**src/rtl/otq_ram.sv**
```systemverilog
// ----------------------------------------------------------------------------
// otq_ram
// Single-port synchronous RAM, registered read.
// ----------------------------------------------------------------------------
`timescale 1ns / 1ps
`default_nettype none
module otq_ram #(
	parameter int Width = 8,
	parameter int Depth = 16
) (
	input wire logic clk,
	input wire logic we,
	input wire logic [$clog2(Depth)-1:0] addr,
	input wire logic [Width-1:0] wdata,
	output logic [Width-1:0] rdata
);
	logic [Width-1:0] mem [Depth];

	always_ff @(posedge clk) begin
		if (we) begin
			mem[addr] <= wdata;
		end
		rdata <= mem[addr];
	end
endmodule
`default_nettype wire

```
**config.mk**
```make
export PLATFORM = sky130hd
export DESIGN_NAME = otq_ram
export DESIGN_NICKNAME = d
export VERILOG_FILES = /design/src/rtl/otq_ram.sv
export SDC_FILE = /design/constraint.sdc
export NUM_CORES = 1
export LEC_CHECK = 0
export BUFFER_PORTS_ARGS = -buffer_cell sky130_fd_sc_hd__buf_4
export CELL_PAD_IN_SITES_DETAIL_PLACEMENT = 1
export CELL_PAD_IN_SITES_GLOBAL_PLACEMENT = 1
export CORE_MARGIN = 2
export CORE_UTILIZATION = 50
export CTS_BUF_LIST = sky130_fd_sc_hd__clkbuf_4 sky130_fd_sc_hd__clkbuf_8
export CTS_CLUSTER_SIZE = 16
export DETAILED_ROUTE_END_ITERATION = 10
export PLACE_DENSITY_LB_ADDON = 0.1
export SETUP_SLACK_MARGIN = 0.05
export SLEW_MARGIN = 15
export SYNTH_ARGS = -nofsm -noshare
export SYNTH_HDL_FRONTEND = slang
export SYNTH_SLANG_ARGS = --single-unit
```
**constraint.sdc**
```tcl
create_clock -name clk -period 4.3 [get_ports clk]
set_input_delay 0.43 -clock clk [delete_from_list [all_inputs] [get_ports clk]]
set_output_delay 0.43 -clock clk [all_outputs]
set_load 0.01 [all_outputs]
```
==> impl_metrics.py, run 1 <==
metrics = {
    "synthesis": {
        "ys_seq_area_share_pct": 79.0,
        "yosysUniqueCellTypes": 18,
        "ys_warn_count": 0,
        "syn_avg_cell_area_sq_um": 22.0,
        "synth_simple_gate_area_share_pct": 3.21,
        "muxShareOfSynthArea_pct": 14.2,
        "synth_compound_area_share_pct": 2.37,
        "synth_nets": 244,
        "synth_xor_area_share_pct": 0,
        "synth_fa_ha_area_share_pct": 0,
        "synth_top_family_by_area": "multiplexers",
        "synth_cells": 230,
        "syn_area_sq_um": 5070,
        "yosys_register_bits": 136,
    },
    "critical_path": {
        "critPathBufInv": 1,
        "crit_family": "simple AND/OR/NAND/NOR gates",
        "slowest_delay_ns": 0.66,
        "critical_path.slowest_cell": "nor2_1",
        "reg2regPathDepth": 3,
        "cp.arrival_ns": 1.95,
        "worst-path-stages": 3,
        "crit_required_ns": 4.35,
        "crit_path_end_kind": "register",
        "worst_setup_path_start_kind": "input port",
        "crit_fanout": 39,
        "path_cells": "buf_4 -> nand2_1 -> nor2_1",
        "path_class": "input port to register",
    },
    "global_routing": {
        "grt_start_max_net_pins": 40,
        "antenna_found_initial": 0,
        "grt_pass1_vias": 2527,
        "grt_pass1_wl_mm": 15.4,
        "grt_usage_pct": 20.4,
        "grt_overflow_total": 0,
    },
    "cts": {
        "h-tree-depth": 4,
        "cts_resized": 0,
        "cts_tree": "built",
        "ctsRootBufferMaster": "clkbuf_8",
        "numCtsBuffers": 17,
        "cts_setup_buffers": 0,
        "numClockSinks": 136,
        "clk_pin_slew_ns": 0.08,
        "insertion_delay_ns": 0.43,
        "clockBufferDepth": 2,
        "holdBufCountCts": 0,
    },
    "timing": {
        "final.setup.tns_ns": 0,
        "fmax_ghz": 0.529,
        "worstMarginPinSlew_ns": 0.863,
        "rsz0062_at_grt": "false",
        "slew_viol_final": 0,
        "maxSlewHeadroom_pct": 42.2,
        "min_period_ns": 1.89,
        "post-route-period-util_pct": 44.0,
        "clock_skew_ns": 0.00886,
        "finalSetupViolCount": 0,
        "final_hold_viol_count": 0,
        "fin_ws_ns": 2.41,
    },
    "power": {
        "ir_drop_v": 0.000303,
        "finalPower_w": 0.00269,
        "power_switching_share_pct": 20.3,
        "cellLeakagePower_nw": 1.85,
        "power_switching_w": 0.000546,
        "p_int_w": 0.00214,
        "clkPwrFrac_pct": 39.1,
        "powerDensity_nw_per_um2": 467,
        "p_seq_share_pct": 55.4,
        "pwr-share-comb_pct": 5.4,
    },
    "layout": {
        "diodes": 0,
        "final_common_cell": "edfxtp_1",
        "mostFrequentLayoutCells": "128 x edfxtp_1, 32 x mux4_2, 23 x buf_4, 17 x clkbuf_8, 16 x a22oi_1",
        "nNetsFinal": 275,
        "area_growth_pct": 13.6,
        "final_layout_size_suffix_gt1_share_pct": 32.1,
    },
    "die": {
        "rows": 36,
        "start_util_pct": 51.6,
        "dieArea_sq_um": 11000,
        "ios": 22,
        "core-area_sq_um": 9820,
        "die_h_um": 105,
        "chipWidth_um": 105,
    },
    "drt": {
        "avgViaCountPerCell": 5.61,
        "post_drt_wl_per_cell_um": 24.7,
        "wl_mm": 10.0,
        "dr_total_vias": 2283,
        "drt_iter0_drc": 92,
        "ant_nets": 0,
        "drtPass1Iterations": 4,
        "drc": 0,
    },
    "min_path": {
        "worstHoldPathCells": 1,
        "min_path_type": "input port to register",
    },
    "placement": {
        "dp_slack_ns": 1.82,
        "gp_congestion": 0.730,
        "dp_hpwl_mm": 6.16,
        "port_buffers": 21,
    },
    "outcome": {
        "status": "complete, no violations",
    },
    "flow_run": {
        "cap_violations": 0,
    },
}
-- stage by stage --
step	util [%]	std cells	hold WS (ns)	area [sq um]
2_1_floorplan	-	230	0.529	5070
3_3_place_gp	54.4	375	0.676	5350
3_5_place_dp	54.5	375	0.681	5350
4_1_cts	58.6	407	0.316	5750
5_1_grt	58.6	407	0.321	5760
6_report	58.6	407	0.341	5760
-- routing by layer --
metal  share of wire [%]  GRT usage, %  routed length (um)
met5                   0             0                   0
met4                0.87          6.57                  87
met3                 4.7          5.86                 473
met2                  54          34.3                5430
met1                  40          25.9                4050
-- logic make-up after synthesis --
family / Yosys count
muxes: 32
buffers and inverters: 11
DFF: 136
AOI/OAI and AO/OA: 16
and+or+nand+nor: 35
-- power groups by stage --
stage | combinational [W] | sequential [W] | clock, W
floorplan | 0.0000764 | 0.00152 | 0
global placement | 0.000147 | 0.00152 | 0
detailed placement | 0.000150 | 0.00152 | 0
CTS | 0.000150 | 0.00149 | 0.00107
global route | 0.000160 | 0.00149 | 0.00112
finish | 0.000146 | 0.00149 | 0.00105
-- cell type report --
cell class	count	area (sq um)
clock inverters	10	128
clock buffers	22	272
repair buffers	23	173
flip-flops and latches	136	4000
fillers	875	4060
multi-input cells	83	1010
well taps	133	166
-- sequential cells by signal (all words and copies together), names as in the netlist --
| register | count |
|---|---|
| rdata | 8 |
| mem | 128 |
-- final timing paths --
check | slack (ns) | startpoint | end
setup reg to reg | 2.86 | mem[3][3] | rdata[3]
hold reg to reg | 0.69 | mem[6][5] | rdata[5]
setup / recovery | 2.41 | addr[0] | mem[15][4]
hold / removal | 0.34 | wdata[6] | mem[5][6]
-- cell usage after synthesis --
| cell | instances | share of area, % |
|---|---|---|
| a22oi_1 | 16 | 2.4 |
| and2_1 | 1 | 0.12 |
| buf_1 | 4 | 0.30 |
| buf_2 | 2 | 0.20 |
| buf_6 | 2 | 0.44 |
| clkbuf_1 | 2 | 0.15 |
| clkbuf_2 | 1 | 0.099 |
| dfxtp_1 | 8 | 3.2 |
| edfxtp_1 | 128 | 76 |
| mux4_2 | 32 | 14 |
| nand2_1 | 9 | 0.67 |
| nand2b_1 | 2 | 0.25 |
| nand3_1 | 1 | 0.099 |
| nand3b_1 | 2 | 0.30 |
| nor2_1 | 13 | 0.96 |
| nor2b_1 | 2 | 0.25 |
| nor3_1 | 4 | 0.40 |
| or3b_2 | 1 | 0.17 |
Power figures use the tool's default switching activity.
==> inputs of run 2 (changes only) <==
--- a/config.mk
+++ b/config.mk
@@ -5,11 +5,12 @@
 export SDC_FILE = /design/constraint.sdc
 export NUM_CORES = 1
 export LEC_CHECK = 0
+export ABC_AREA = 1
 export BUFFER_PORTS_ARGS = -buffer_cell sky130_fd_sc_hd__buf_4
 export CELL_PAD_IN_SITES_DETAIL_PLACEMENT = 1
 export CELL_PAD_IN_SITES_GLOBAL_PLACEMENT = 1
 export CORE_MARGIN = 2
-export CORE_UTILIZATION = 50
+export CORE_UTILIZATION = 46
 export CTS_BUF_LIST = sky130_fd_sc_hd__clkbuf_4 sky130_fd_sc_hd__clkbuf_8
 export CTS_CLUSTER_SIZE = 16
 export DETAILED_ROUTE_END_ITERATION = 10
==> constraint.sdc (replaced) <==
create_clock -name clk -period 1.5 [get_ports clk]
set_input_delay 0.15 -clock clk [delete_from_list [all_inputs] [get_ports clk]]
set_output_delay 0.15 -clock clk [all_outputs]
set_load 0.01 [all_outputs]
==> run 2 against run 1 <==
  * Power increased to 3.0 times the previous value
  * Final cell count is 85% higher
  * Clock power rose to 3.0 times the previous value
  * Core utilization decreased by 4.2 points
  * Hold slack worse by 0.28 ns
  * Critical path type is now register to register
  * Routed wire length up 35%
  * Sequential share of layout area fell by 8.0 points
  * Setup slack worse by 2.0 ns
  * Final area is 13% higher
  * Synthesized area increased by 10%
==> impl_metrics.py, run 2 <==
metrics = {
    "synthesis": {
        "synth_top_cell_by_area": "edfxtp_1",
        "synth_xor_area_share_pct": 0,
        "synth_compound_area_share_pct": 0,
        "synth_cells": 548,
        "async_flop_share_pct": 0,
        "yosys-top-cells-count": "346 x nand2_1, 128 x edfxtp_1, 21 x inv_1",
        "ys.flop_type": "edfxtp_1",
        "syn_area_sq_um": 5590,
        "yosys_register_bits": 136,
        "ys_warn_count": 0,
        "synth_most_common_cell": "nand2_1",
        "syn_avg_cell_area_sq_um": 10.2,
        "yosysUniqueCellTypes": 11,
        "ys_seq_area_share_pct": 71.6,
        "synth-edff-count": 128,
        "synth_top_area_share_pct": 68.7,
        "synth_area_leaders": "edfxtp_1 69%, nand2_1 23%, dfxtp_1 2.9%",
        "synth_simple_gate_area_share_pct": 24.8,
        "synth_nets": 562,
        "synth_fa_ha_area_share_pct": 0,
        "synth_top_family_by_area": "simple AND/OR/NAND/NOR gates",
        "muxShareOfSynthArea_pct": 0,
    },
    "critical_path": {
        "crit_family": "simple AND/OR/NAND/NOR gates",
        "worst_setup_path_start_kind": "register",
        "path_common_cell": "nand2_1",
        "cp.arrival_ns": 1.38,
        "critPathBufInv": 1,
        "path_class": "register to register",
        "critical_path.slowest_cell": "edfxtp_1",
        "crit_required_ns": 1.83,
        "crit_path_end_kind": "register",
        "path_cells": "nand2_1 -> nand2_1 -> nand2_1 -> nand2_1 -> nand2_1 -> nand2_1 -> inv_1 -> nand2_1",
        "slowest_delay_ns": 0.38,
        "r2r_slack_ns": 0.45,
        "crit_fanout": 1,
    },
    "global_routing": {
        "grt_usage_pct": 22.6,
        "grt_overflow_total": 0,
        "antenna_found_initial": 0,
        "grt_pass1_wl_mm": 21.4,
        "grt_pass1_vias": 3909,
        "grt_start_max_net_pins": 32,
    },
    "power": {
        "cellLeakagePower_nw": 2.79,
        "powerDensity_nw_per_um2": 1220,
        "ir_drop_v": 0.00115,
    },
    "placement": {
        "port_buffers": 21,
        "dp_slack_ns": 0.0357,
        "dp_hpwl_mm": 8.80,
        "gp_congestion": 0.810,
    },
    "timing": {
        "fin_ws_ns": 0.453,
        "finalSetupViolCount": 0,
        "final_hold_viol_count": 0,
        "min_period_ns": 1.05,
        "slew_viol_final": 0,
        "rsz0062_at_grt": "false",
        "post-route-period-util_pct": 69.8,
        "worstMarginPinSlew_ns": 0.451,
        "fmax_ghz": 0.955,
        "clock_skew_ns": 0.00882,
        "maxSlewHeadroom_pct": 69.9,
    },
    "cts": {
        "numClockSinks": 136,
        "clockBufferDepth": 2,
        "clk_pin_slew_ns": 0.08,
        "h-tree-depth": 4,
        "insertion_delay_ns": 0.45,
        "holdBufCountCts": 0,
        "cts_setup_buffers": 0,
        "cts_tree": "built",
        "numCtsBuffers": 17,
        "cts_resized": 0,
        "ctsRootBufferMaster": "clkbuf_8",
    },
    "layout": {
        "final_common_cell": "nand2_1",
        "utilization_pct": 54.4,
        "largest_register": "mem",
        "final_layout_size_suffix_gt1_share_pct": 14.5,
        "diodes": 0,
        "largest_reg_flops": 128,
        "nNetsFinal": 608,
        "area_growth_pct": 16.3,
        "largestRegisters": "mem: 128 flops, rdata: 8 flops",
        "mostFrequentLayoutCells": "346 x nand2_1, 128 x edfxtp_1, 44 x buf_4, 21 x inv_1, 19 x clkbuf_8",
    },
    "drt": {
        "avgViaCountPerCell": 4.90,
        "drtPass1Iterations": 4,
        "drc": 0,
        "drt_iter0_drc": 288,
        "ant_nets": 0,
        "wl_mm": 13.5,
        "post_drt_wl_per_cell_um": 18.0,
        "dr_total_vias": 3697,
    },
    "die": {
        "ios": 22,
        "rows": 40,
        "die_h_um": 114,
        "chipWidth_um": 114,
        "dieArea_sq_um": 13100,
        "core-area_sq_um": 12000,
        "start_util_pct": 46.8,
    },
    "outcome": {
        "status": "complete, no violations",
    },
    "min_path": {
        "min_path_type": "input port to register",
    },
    "flow_run": {
        "cap_violations": 0,
    },
}
## run 2: per-layer routing
layer / track usage [%] / part of all wire [%] / vias up
li1: - / - / 1838
met1: 30.6 / 46 / 1779
met2: 37.0 / 49 / 68
met3: 4.71 / 3.9 / 12
met4: 6.99 / 1.2 / 0
met5: 0 / 0 / -
## run 2: area by class of cell
cell class | instances | area, sq um
clock buffers | 19 | 262
well taps | 147 | 184
multi-input cells | 368 | 1410
flip-flops and latches | 136 | 4000
fillers | 1310 | 5460
clock inverters | 13 | 153
repair buffers | 48 | 410
inverters | 23 | 86.3
## run 2: cells by family after synthesis
kind of cell  count (synthesis)
buf+inv                      44
simple gates                368
flops                       136
## run 2: final timing paths
check              from         end  cells after the start
min            wdata[2]  mem[15][2]                      1
min reg2reg  mem[10][2]    rdata[2]                      8
max           mem[4][1]    rdata[1]                      8
max reg2reg   mem[4][1]    rdata[1]                      8
## run 2: worst reg2reg max path, cell delays in order, from the launching register on
cell and delay (ns):
edfxtp_1 0.38, nand2_1 0.09, nand2_1 0.07, nand2_1 0.06, nand2_1 0.06, nand2_1 0.07
nand2_1 0.08, inv_1 0.06, nand2_1 0.07
## run 2: report_power, final
part / total [W] / switching, W / internal, W
Clock: 0.00311 / 0.00140 / 0.00171
Sequential: 0.00427 / 0.0000233 / 0.00424
Combinational: 0.000581 / 0.000397 / 0.000183
## run 2: through the flow
stage	instance area (sq um)	setup TNS [ns]	hold slack, ns	instances	total power (W)
global route	6500	0	0.0611	754	0.00824
finish	6500	0	0.0621	754	0.00796
global placement	6090	0	0.517	722	0.00492
CTS	6500	0	0.0405	754	0.00804
detailed placement	6090	0	0.527	722	0.00494
floorplan	5610	-1.09	0.249	548	0.00466
